File: config.mk
export PLATFORM = sky130hd
export DESIGN_NAME = oven_cooking_timer_controller
export DESIGN_NICKNAME = d
export VERILOG_FILES = /design/src/rtl/oct_pkg.sv /design/src/rtl/oct_step.sv /design/src/rtl/oven_cooking_timer_controller.sv
export SDC_FILE = /design/constraint.sdc
export NUM_CORES = 1
export LEC_CHECK = 0
export BUFFER_PORTS_ARGS = -buffer_cell sky130_fd_sc_hd__buf_2
export CAP_MARGIN = 20
export CORE_AREA = 2 2 101 103
export DETAILED_ROUTE_END_ITERATION = 16
export DIE_AREA = 0 0 103 105
export PLACE_DENSITY = 0.69
export SYNTH_ARGS = -nofsm -noshare
export SYNTH_HDL_FRONTEND = slang
export SYNTH_SLANG_ARGS = --single-unit
File: constraint.sdc
create_clock -name clk -period 5 [get_ports clk]
set_clock_uncertainty 0.15 [all_clocks]
set_input_delay 0.25 -clock clk [delete_from_list [all_inputs] [get_ports clk]]
set_output_delay 0.25 -clock clk [all_outputs]
set_load 0.1 [all_outputs]
File: src/rtl/oct_pkg.sv
// Shared types and constants for the oven cooking timer controller.
package oct_pkg;

    typedef enum logic [2:0] {
        PH_IDLE   = 3'd0,
        PH_WEIGHT = 3'd1,
        PH_READY  = 3'd2,
        PH_COOK   = 3'd3,
        PH_PAUSE  = 3'd4,
        PH_DONE   = 3'd5
    } phase_t;

    typedef enum logic [2:0] {
        MSG_NONE    = 3'd0,
        MSG_POPCORN = 3'd1,
        MSG_BEEF    = 3'd2,
        MSG_CHICKEN = 3'd3,
        MSG_START   = 3'd4,
        MSG_ERROR   = 3'd5,
        MSG_WRONG   = 3'd6
    } msg_t;

    typedef enum logic [1:0] {
        ACT_KEY   = 2'd0,
        ACT_START = 2'd1,
        ACT_PAUSE = 2'd2,
        ACT_TICK  = 2'd3
    } action_t;

    typedef enum logic [1:0] {
        FOOD_NONE    = 2'd0,
        FOOD_POPCORN = 2'd1,
        FOOD_BEEF    = 2'd2,
        FOOD_CHICKEN = 2'd3
    } food_t;

    localparam logic [1:0] CFG_POPCORN = 2'd0;
    localparam logic [1:0] CFG_BEEF    = 2'd1;
    localparam logic [1:0] CFG_CHICKEN = 2'd2;

    localparam int SEC_W  = 10;
    localparam int RATE_W = 6;
    localparam int WGT_W  = 4;
    localparam int KEY_W  = 8;

    localparam logic [SEC_W-1:0]  POPCORN_RESET = 10'd60;
    localparam logic [RATE_W-1:0] BEEF_RESET    = 6'd30;
    localparam logic [RATE_W-1:0] CHICKEN_RESET = 6'd12;
    localparam logic [SEC_W-1:0]  SEC_MAX       = 10'd1023;

    localparam logic [KEY_W-1:0] KEY_A    = 8'h41;
    localparam logic [KEY_W-1:0] KEY_B    = 8'h42;
    localparam logic [KEY_W-1:0] KEY_C    = 8'h43;
    localparam logic [KEY_W-1:0] KEY_ZERO = 8'h30;
    localparam logic [KEY_W-1:0] KEY_ONE  = 8'h31;
    localparam logic [KEY_W-1:0] KEY_NINE = 8'h39;

    typedef struct packed {
        phase_t             phase;
        logic [SEC_W-1:0]   seconds;
        logic               half;
        food_t              food;
        logic               lamp;
        logic               buzzer;
        logic [WGT_W-1:0]   weight;
    } timer_state_t;

    typedef struct packed {
        logic [SEC_W-1:0]  popcorn;
        logic [RATE_W-1:0] beef;
        logic [RATE_W-1:0] chicken;
    } timer_cfg_t;

endpackage

File: src/rtl/oct_step.sv
// Next-state and message logic for one timer request.
module oct_step #(
    parameter int DONE_TOGGLES = 4,
    parameter int TOG_W        = 3
) (
    input  oct_pkg::timer_state_t cur,
    input  logic [TOG_W-1:0]      cur_tog,
    input  oct_pkg::timer_cfg_t   cfg,
    input  logic [1:0]            action,
    input  logic [7:0]            key_code,
    input  logic                  door_closed,
    output oct_pkg::timer_state_t nxt,
    output logic [TOG_W-1:0]      nxt_tog,
    output oct_pkg::msg_t         msg
);

    logic [oct_pkg::KEY_W-1:0]  digit_full;
    logic [oct_pkg::WGT_W-1:0]  digit;
    logic [oct_pkg::RATE_W-1:0] rate;
    logic [oct_pkg::SEC_W-1:0]  product;
    logic                       digit_ok;

    assign digit_full = key_code - oct_pkg::KEY_ZERO;
    assign digit      = digit_full[oct_pkg::WGT_W-1:0];
    assign digit_ok   = (key_code >= oct_pkg::KEY_ONE) && (key_code <= oct_pkg::KEY_NINE);
    assign rate       = (cur.food == oct_pkg::FOOD_BEEF) ? cfg.beef : cfg.chicken;
    assign product    = {{(oct_pkg::SEC_W-oct_pkg::RATE_W){1'b0}}, rate}
                      * {{(oct_pkg::SEC_W-oct_pkg::WGT_W){1'b0}}, digit};

    always_comb
    begin
        logic [oct_pkg::SEC_W-1:0] dec;
        nxt     = cur;
        nxt_tog = cur_tog;
        msg     = oct_pkg::MSG_NONE;
        dec     = cur.seconds;
        case (oct_pkg::action_t'(action))
            oct_pkg::ACT_KEY:
            begin
                if (cur.phase == oct_pkg::PH_IDLE && door_closed)
                begin
                    nxt.weight = '0;
                    if (key_code == oct_pkg::KEY_A)
                    begin
                        nxt.food    = oct_pkg::FOOD_POPCORN;
                        nxt.seconds = cfg.popcorn;
                        nxt.phase   = oct_pkg::PH_READY;
                        msg         = oct_pkg::MSG_POPCORN;
                    end
                    else if (key_code == oct_pkg::KEY_B)
                    begin
                        nxt.food  = oct_pkg::FOOD_BEEF;
                        nxt.phase = oct_pkg::PH_WEIGHT;
                        msg       = oct_pkg::MSG_BEEF;
                    end
                    else if (key_code == oct_pkg::KEY_C)
                    begin
                        nxt.food  = oct_pkg::FOOD_CHICKEN;
                        nxt.phase = oct_pkg::PH_WEIGHT;
                        msg       = oct_pkg::MSG_CHICKEN;
                    end
                    else
                    begin
                        msg = oct_pkg::MSG_WRONG;
                    end
                end
                else if (cur.phase == oct_pkg::PH_WEIGHT)
                begin
                    if (digit_ok)
                    begin
                        nxt.weight  = digit;
                        nxt.seconds = product;
                        nxt.phase   = oct_pkg::PH_READY;
                        msg         = oct_pkg::MSG_START;
                    end
                    else
                    begin
                        nxt     = '0;
                        nxt_tog = '0;
                        msg     = oct_pkg::MSG_ERROR;
                    end
                end
            end
            oct_pkg::ACT_START:
            begin
                if (door_closed && (cur.phase == oct_pkg::PH_READY ||
                                    cur.phase == oct_pkg::PH_PAUSE))
                begin
                    if (cur.seconds == '0)
                    begin
                        nxt.phase   = oct_pkg::PH_DONE;
                        nxt.seconds = '0;
                        nxt.half    = 1'b0;
                        nxt.lamp    = 1'b1;
                        nxt.buzzer  = 1'b0;
                        nxt_tog     = '0;
                    end
                    else
                    begin
                        nxt.phase = oct_pkg::PH_COOK;
                        nxt.lamp  = 1'b1;
                        nxt.half  = 1'b0;
                    end
                end
            end
            oct_pkg::ACT_PAUSE:
            begin
                if (cur.phase == oct_pkg::PH_COOK)
                begin
                    nxt.phase = oct_pkg::PH_PAUSE;
                    nxt.half  = 1'b0;
                end
                else if (cur.phase == oct_pkg::PH_PAUSE)
                begin
                    nxt     = '0;
                    nxt_tog = '0;
                end
            end
            oct_pkg::ACT_TICK:
            begin
                if (cur.phase == oct_pkg::PH_COOK)
                begin
                    nxt.half = ~cur.half;
                    if (cur.half)
                    begin
                        if (cur.seconds != '0)
                            dec = cur.seconds - 1'b1;
                        nxt.seconds = dec;
                        if (dec == '0)
                        begin
                            nxt.phase   = oct_pkg::PH_DONE;
                            nxt.seconds = '0;
                            nxt.half    = 1'b0;
                            nxt.lamp    = 1'b1;
                            nxt.buzzer  = 1'b0;
                            nxt_tog     = '0;
                        end
                    end
                end
                else if (cur.phase == oct_pkg::PH_PAUSE)
                begin
                    nxt.lamp = ~cur.lamp;
                end
                else if (cur.phase == oct_pkg::PH_DONE)
                begin
                    if (cur_tog < TOG_W'(DONE_TOGGLES))
                    begin
                        nxt.lamp   = ~cur.lamp;
                        nxt.buzzer = ~cur.buzzer;
                        nxt_tog    = cur_tog + 1'b1;
                    end
                    else
                    begin
                        nxt     = '0;
                        nxt_tog = '0;
                    end
                end
            end
            default:
            begin
                nxt = cur;
            end
        endcase
    end

endmodule

File: src/rtl/oven_cooking_timer_controller.sv
// Oven cooking timer controller: state, configuration and result registers.
// Latency: a result is valid in the cycle after its request is accepted.
// Throughput: one request per cycle, unless a held result with out_ready low stalls in_ready.
// The result register takes the next request while the previous one drains.
// Reset (rst_n low, asynchronous): idle, all counts and outputs cleared,
// configuration back to 60 s popcorn, 30 s/kg beef, 12 s/kg chicken.
module oven_cooking_timer_controller #(
    parameter int DONE_TOGGLES = 4
) (
    input  logic        clk,
    input  logic        rst_n,
    input  logic        cfg_we,
    input  logic [1:0]  cfg_index,
    input  logic [9:0]  cfg_data,
    input  logic        in_valid,
    output logic        in_ready,
    input  logic [1:0]  action,
    input  logic [7:0]  key_code,
    input  logic        door_closed,
    output logic        out_valid,
    input  logic        out_ready,
    output logic [2:0]  phase,
    output logic [9:0]  seconds_left,
    output logic        lamps_on,
    output logic        buzzer_on,
    output logic [2:0]  message,
    output logic [3:0]  weight_shown
);

    localparam int TOG_W = $clog2(DONE_TOGGLES + 1);

    oct_pkg::timer_state_t state_reg;
    oct_pkg::timer_state_t state_next;
    logic [TOG_W-1:0]      tog_reg;
    logic [TOG_W-1:0]      tog_next;
    oct_pkg::timer_cfg_t   cfg_reg;
    oct_pkg::msg_t         msg_next;
    logic                  out_valid_reg;
    oct_pkg::timer_state_t res_reg;
    oct_pkg::msg_t         msg_reg;
    logic                  accept;

    assign in_ready = !out_valid_reg || out_ready;
    assign accept   = in_valid && in_ready;

    oct_step #(
        .DONE_TOGGLES (DONE_TOGGLES),
        .TOG_W        (TOG_W)
    ) u_step (
        .cur         (state_reg),
        .cur_tog     (tog_reg),
        .cfg         (cfg_reg),
        .action      (action),
        .key_code    (key_code),
        .door_closed (door_closed),
        .nxt         (state_next),
        .nxt_tog     (tog_next),
        .msg         (msg_next)
    );

    always_ff @(posedge clk or negedge rst_n)
    begin
        if (!rst_n)
        begin
            cfg_reg.popcorn <= oct_pkg::POPCORN_RESET;
            cfg_reg.beef    <= oct_pkg::BEEF_RESET;
            cfg_reg.chicken <= oct_pkg::CHICKEN_RESET;
        end
        else if (cfg_we)
        begin
            case (cfg_index)
                oct_pkg::CFG_POPCORN: cfg_reg.popcorn <= cfg_data;
                oct_pkg::CFG_BEEF:    cfg_reg.beef    <= cfg_data[oct_pkg::RATE_W-1:0];
                oct_pkg::CFG_CHICKEN: cfg_reg.chicken <= cfg_data[oct_pkg::RATE_W-1:0];
                default:              cfg_reg         <= cfg_reg;
            endcase
        end
    end

    always_ff @(posedge clk or negedge rst_n)
    begin
        if (!rst_n)
        begin
            state_reg     <= '0;
            tog_reg       <= '0;
            out_valid_reg <= 1'b0;
        end
        else
        begin
            if (accept)
            begin
                state_reg <= state_next;
                tog_reg   <= tog_next;
            end
            if (accept)
                out_valid_reg <= 1'b1;
            else if (out_ready)
                out_valid_reg <= 1'b0;
        end
    end

    // result payload
    always_ff @(posedge clk or negedge rst_n)
    begin
        if (!rst_n)
        begin
            res_reg <= '0;
            msg_reg <= oct_pkg::MSG_NONE;
        end
        else if (accept)
        begin
            res_reg <= state_next;
            msg_reg <= msg_next;
        end
    end

    assign out_valid    = out_valid_reg;
    assign phase        = res_reg.phase;
    assign seconds_left = res_reg.seconds;
    assign lamps_on     = res_reg.lamp;
    assign buzzer_on    = res_reg.buzzer;
    assign message      = msg_reg;
    assign weight_shown = res_reg.weight;

`ifndef SYNTHESIS
    a_cook_lamp: assert property (@(posedge clk) disable iff (!rst_n)
        state_reg.phase == oct_pkg::PH_COOK |-> state_reg.lamp)
        else $error("lamps off while cooking");

    a_buzzer_done: assert property (@(posedge clk) disable iff (!rst_n)
        state_reg.buzzer |-> state_reg.phase == oct_pkg::PH_DONE)
        else $error("buzzer on outside done phase");

    a_tog_bound: assert property (@(posedge clk) disable iff (!rst_n)
        tog_reg <= TOG_W'(DONE_TOGGLES))
        else $error("toggle count beyond limit");

    a_weight_phase: assert property (@(posedge clk) disable iff (!rst_n)
        state_reg.weight != '0 |->
            (state_reg.phase != oct_pkg::PH_IDLE && state_reg.phase != oct_pkg::PH_WEIGHT))
        else $error("weight held in idle or weight entry");

    a_hold_state: assert property (@(posedge clk) disable iff (!rst_n)
        !accept |=> $stable(state_reg) && $stable(tog_reg))
        else $error("state changed without a request");
`endif

endmodule

## Word-level counts from Yosys, hierarchy flattened

Index checks and enable logic that the tools add are counted.

| word-level totals | value |
|---|---|
| register bits | 51 |
| logic and storage cells | 157 |

| cells by class | value |
|---|---|
| add/sub/neg operators | 3 |
| $mul | 1 |
| magnitude comparators | 3 |
| equal/unequal tests | 36 |
| muxes and demuxes | 73 |
| bitwise gates (word level) | 3 |
| reductions and logical operators | 25 |

Operators with widths:

| kind | number |
|---|---|
| $mux 3 | 24 |
| $mux 10 | 7 |
| $mux 22 | 3 |
| $mux 14 | 4 |
| $pmux 14 s4 | 1 |
| $mux 16 | 2 |
| $eq 8x7->1 const B | 3 |
| $mux 2 | 11 |
| $reduce_and 11->1 | 2 |
| $logic_not 10->1 | 2 |
| $reduce_and 10->1 | 2 |
| $reduce_and 9->1 | 2 |
| $mux 4 | 4 |
| $ne 3x3->1 const B | 5 |
| $mux 13 | 1 |
| $mux 12 | 1 |
| $ne 2x2->1 const B | 6 |
| $pmux 3 s4 | 1 |
| $pmux 4 s3 | 1 |
| $reduce_and 12->1 | 1 |
| $mul 6x4->10 | 1 |
| $mux 5 | 2 |
| $ne 2x1->1 const B | 5 |
| $reduce_bool 10->1 | 1 |
| 29 further kinds | 52 |

## Longest topological paths before layout

| depth | value |
|---|---|
| depth in word-level cells | 10 |
| depth in mapped cells | 16 |
| mapped depth without buffers | 15 |

## Hierarchy

From an unflattened synthesis, not the netlist that was laid out.

| second synthesis, totals | value |
|---|---|
| cell total of the unflattened synthesis | 465 |
| area, all modules | 4413.0 um^2 |

Modules (own cells, without submodules):

| module | times used | cells an instance | area each (um^2) |
|---|---|---|---|
| oct_step | 1 | 338 | 2274.7 |
| oven_cooking_timer_controller | 1 | 127 | 2138.3 |

## Worst setup path before layout

No wires, ideal clock.

| timing | value |
|---|---|
| kind | register to register |
| start point | reg state_reg[7] (netlist bit) |
| end point | reg res_reg (netlist bit seconds_left[9]) |
| arrival | 3.668 ns |
| data required time | 4.721 ns |
| path slack | 1.054 ns |
| cell stages (with the launch flop) | 16 |
| path buffers | 1 |
| period minus slack after synthesis | 3.946 ns |
| path through | dfrtp_1 -> nand2b_1 -> clkbuf_1 -> mux2_2 -> nand2_1 -> fa_1 -> fa_1 -> inv_1 -> ha_1 -> a211oi_1 -> nor2_1 -> o21a_1 -> o41ai_1 -> xnor2_1 -> a221oi_1 -> a21oi_1 |

| between the ends | value |
|---|---|
| word-level cells in the longest chain between the ends | 7 |

Ends and longest elaborated chain:

| item | line | text |
|---|---|---|
| start, declared | oven_cooking_timer_controller.sv:32 | `oct_pkg::timer_state_t state_reg;` |
| start signal, assigned | oven_cooking_timer_controller.sv:92 | `state_reg <= state_next;` |
| $eq 2x2->1 | oct_step.sv:26 | `assign rate = (cur.food == oct_pkg::FOOD_BEEF) ? cfg.beef : cfg.chicken;` |
| $mux 6 | oct_step.sv:26 |  |
| $mul 6x4->10 | oct_step.sv:28 | `* {{(oct_pkg::SEC_W-oct_pkg::WGT_W){1'b0}}, digit};` |
| $mux 12 | oct_step.sv:69 | `if (digit_ok)` |
| $mux 22 | oct_step.sv:67 | `else if (cur.phase == oct_pkg::PH_WEIGHT)` |
| $mux 13 | oct_step.sv:40 | `if (cur.phase == oct_pkg::PH_IDLE && door_closed)` |
| $pmux 14 s4 | oct_step.sv:37 | `case (oct_pkg::action_t'(action))` |
| end signal, assigned | oven_cooking_timer_controller.sv:112 | `res_reg <= state_next;` |
| end, declared | oven_cooking_timer_controller.sv:39 | `oct_pkg::timer_state_t res_reg;` |

No other way between the ends. The select of a mux whose other input is x is not followed.
A chain may end at the register's enable or synchronous reset.

## Worst setup path after layout

Same ends and word-level chain as after synthesis.

==> flow_metrics.tcl <==
set metrics [dict create \
    synth.distinct_cells 64 \
    min_path_type "input port to flip-flop" \
    cp_cell_sequence "nand2b_1 -> mux2i_1 -> nand2b_1 -> fa_1 -> fa_1 -> inv_1 -> ha_1 -> a211oi_1 -> nor2_1 -> o21a_1 -> o41ai_1 -> xnor2_1 -> a221oi_1 -> a21oi_1" \
    irDropWorstVdd_uv 274 \
    die_w_um 103 \
    fin_tns_setup_ps 0 \
    start_util_pct 39.8 \
    wire_per_inst_um 14.7 \
    die_area_um2 10800 \
    area_growth_pct 9.16 \
    port_buffers 51 \
    p_leak_nw 1.87 \
    setup_viol 0 \
    grt_pass1_wl_mm 14.8 \
    final_nets 493 \
    path_clk_slew_ps 90 \
    vias_per_cell 5.54 \
    critPathMaxStageDelay_ps 610 \
    synth_top_area_share_pct 26.7 \
    yosys_warnings 0 \
    overflow 0 \
    path_max_fanout 6 \
    status "completed" \
    vias 3187 \
    synth_ff_type "dfrtp_1" \
    antenna_found_initial 0 \
    fill_cells 996 \
    n_antenna_cell 0 \
    wl_mm 8.47 \
    largest_reg_flops 22 \
    fp.dieH_um 105 \
    grt_pass1_vias 3045 \
    ys_ff_latch 51 \
    cp_data_required_time_ps 5000 \
    grtUsageTotal_pct 16.8 \
    fmax_mhz 235 \
    cts_tree "done" \
    clockBufferDepth 2 \
    h-tree-depth 2 \
    synthTopCellsByCount "nand2_1 (44), dfrtp_1 (41), mux2_2 (29)" \
    ant_nets 0 \
    worst-endpoint-arrival_ps 4260 \
    p_per_area_nw_per_um2 487 \
    syn_area_per_cell_um2 9.29 \
    num_rows 36 \
    async_reset_ff_share_pct 100 \
    min_period_ps 4260 \
    grt_max_degree 52 \
    numClockSinks 51 \
    worst_setup_path_start_kind "flip-flop" \
    yosys-top-cells-area "dfrtp_1 (27%), mux2_2 (8.5%), dfstp_2 (6.8%)" \
    fin_hold_ws_ps 10.3 \
    ys_seq_area_share_pct 33.6 \
    synth-edff-count 0 \
    slew_headroom_pct 35.7 \
    synthesis.nets 465 \
    rsz0062_at_grt "false" \
    min_period_over_period_pct 85.2 \
    cts_buffers 5 \
    critPathKind "flip-flop to flip-flop" \
    yosysMostFrequentCell "nand2_1" \
    synth_area_um2 3840 \
    pin_count 52 \
    drive_above_1_share_pct 25.8 \
    first_pass_iters 5 \
    synth_top_cell_by_area "dfrtp_1" \
    clock_latency_ps 310 \
    globalplace.congestion 0.893 \
    cpMaxStageDelayCell "fa_1" \
    worst_setup_path_end_kind "flip-flop" \
    drt-initial-drc-count 171 \
    post_cts_resized 0 \
    ff2ff_setup_slack_ps 740 \
    core-area_um2 9640 \
    cap_violations 0 \
    worstMarginPinSlew_ps 960 \
    slew_violations 0 \
    cts_setup_buffers 0 \
    dp_hpwl_mm 6.54 \
    drc 0 \
    syn_inst 413 \
    cts_root_buf "clkbuf_8" \
    hold_viol_final 0 \
    post-route-util_pct 43.5 \
]
[per-stage QoR]
step                      area, um2  setup slack [ps]  std cells  power (mW)
after floorplan                3840              1050        413        1.59
after global placement         4050               944        565        1.72
after detailed placement       4060               806        566        1.74
after CTS                      4190               774        575        2.06
after global routing           4190               419        575        2.20
final                          4190               740        575        2.04
[worst max-delay path: cells and delay by family (launching register included)]
family / cells / cell delay [ps]
compound gates: 5 / 1120
xor+xnor: 1 / 110
fa+ha+maj: 3 / 1350
buf+inv: 1 / 60
flops: 1 / 400
mux: 1 / 360
simple gates: 3 / 560
[final timing paths]
kind,endpoint,cells past startpoint,startpoint
worst min register to register,message[1],2,message[1]
worst max-delay path,seconds_left[9],14,state_reg[7]
min in group asynchronous,seconds_left[7],3,rst_n
max in group asynchronous,message[2],3,rst_n
worst min-delay path,out_valid,2,in_valid
worst max register to register,seconds_left[9],14,state_reg[7]
[report_power, final]
part | total, mW | switching [mW] | internal (mW)
sequential | 0.628 | 0.116 | 0.512
clock | 0.303 | 0.143 | 0.160
combinational | 1.11 | 0.746 | 0.364
[placed cells by master, fill, tap and decap left out, drive strengths merged, types with 6 or more instances in the layout]
cell and instances:
inv 23, nor2 28, mux2 29, clkbuf 7
and2 7, a21oi 19, buf 54, dfrtp 41
nor3 13, o21ai 27, fa 8, ha 16
nand2 44, nand3 9, xnor2 6, nand2b 8
dfstp 10, a22o 14
[layout make-up]
type                       instances  area [um2]  area share, %
tap                              133         166           3.97
multi-input combinational        306        2240           53.5
clock buffer                       7         119           2.84
sequential                        51        1290           30.8
timing repair buffer              55         285           6.81
clock inverter                     1        6.26          0.149
inverter                          22        82.6           1.97
[layer usage]
| layer | wire (um) | share of wire, % | GRT usage (%) |
|---|---|---|---|
| met5 | 0 | 0 | 0 |
| met4 | 69 | 0.81 | 3.48 |
| met3 | 449 | 5.3 | 2.41 |
| met2 | 4040 | 48 | 26.6 |
| met1 | 3910 | 46 | 24.3 |
[repair_timing]
action                                 in CTS  in global routing
setup endpoints to repair                   0                  0
hold buffers                                1                  0
endpoints found under the hold margin      41                  0
[kinds of logic (layout without fill, tap and decap cells)]
logic type	Yosys count	after routing	synth area share (%)
buffers and inverters	56	85	8.02
multiplexers	34	34	9.81
flip-flops	51	51	33.6
AO/OA/AOI/OAI	101	101	17.9
AND/OR/NAND/NOR	141	141	19.9
XOR/XNOR	6	6	1.37
adder cells (fa/ha/maj)	24	24	9.39
Power figures use the tool's default switching activity.
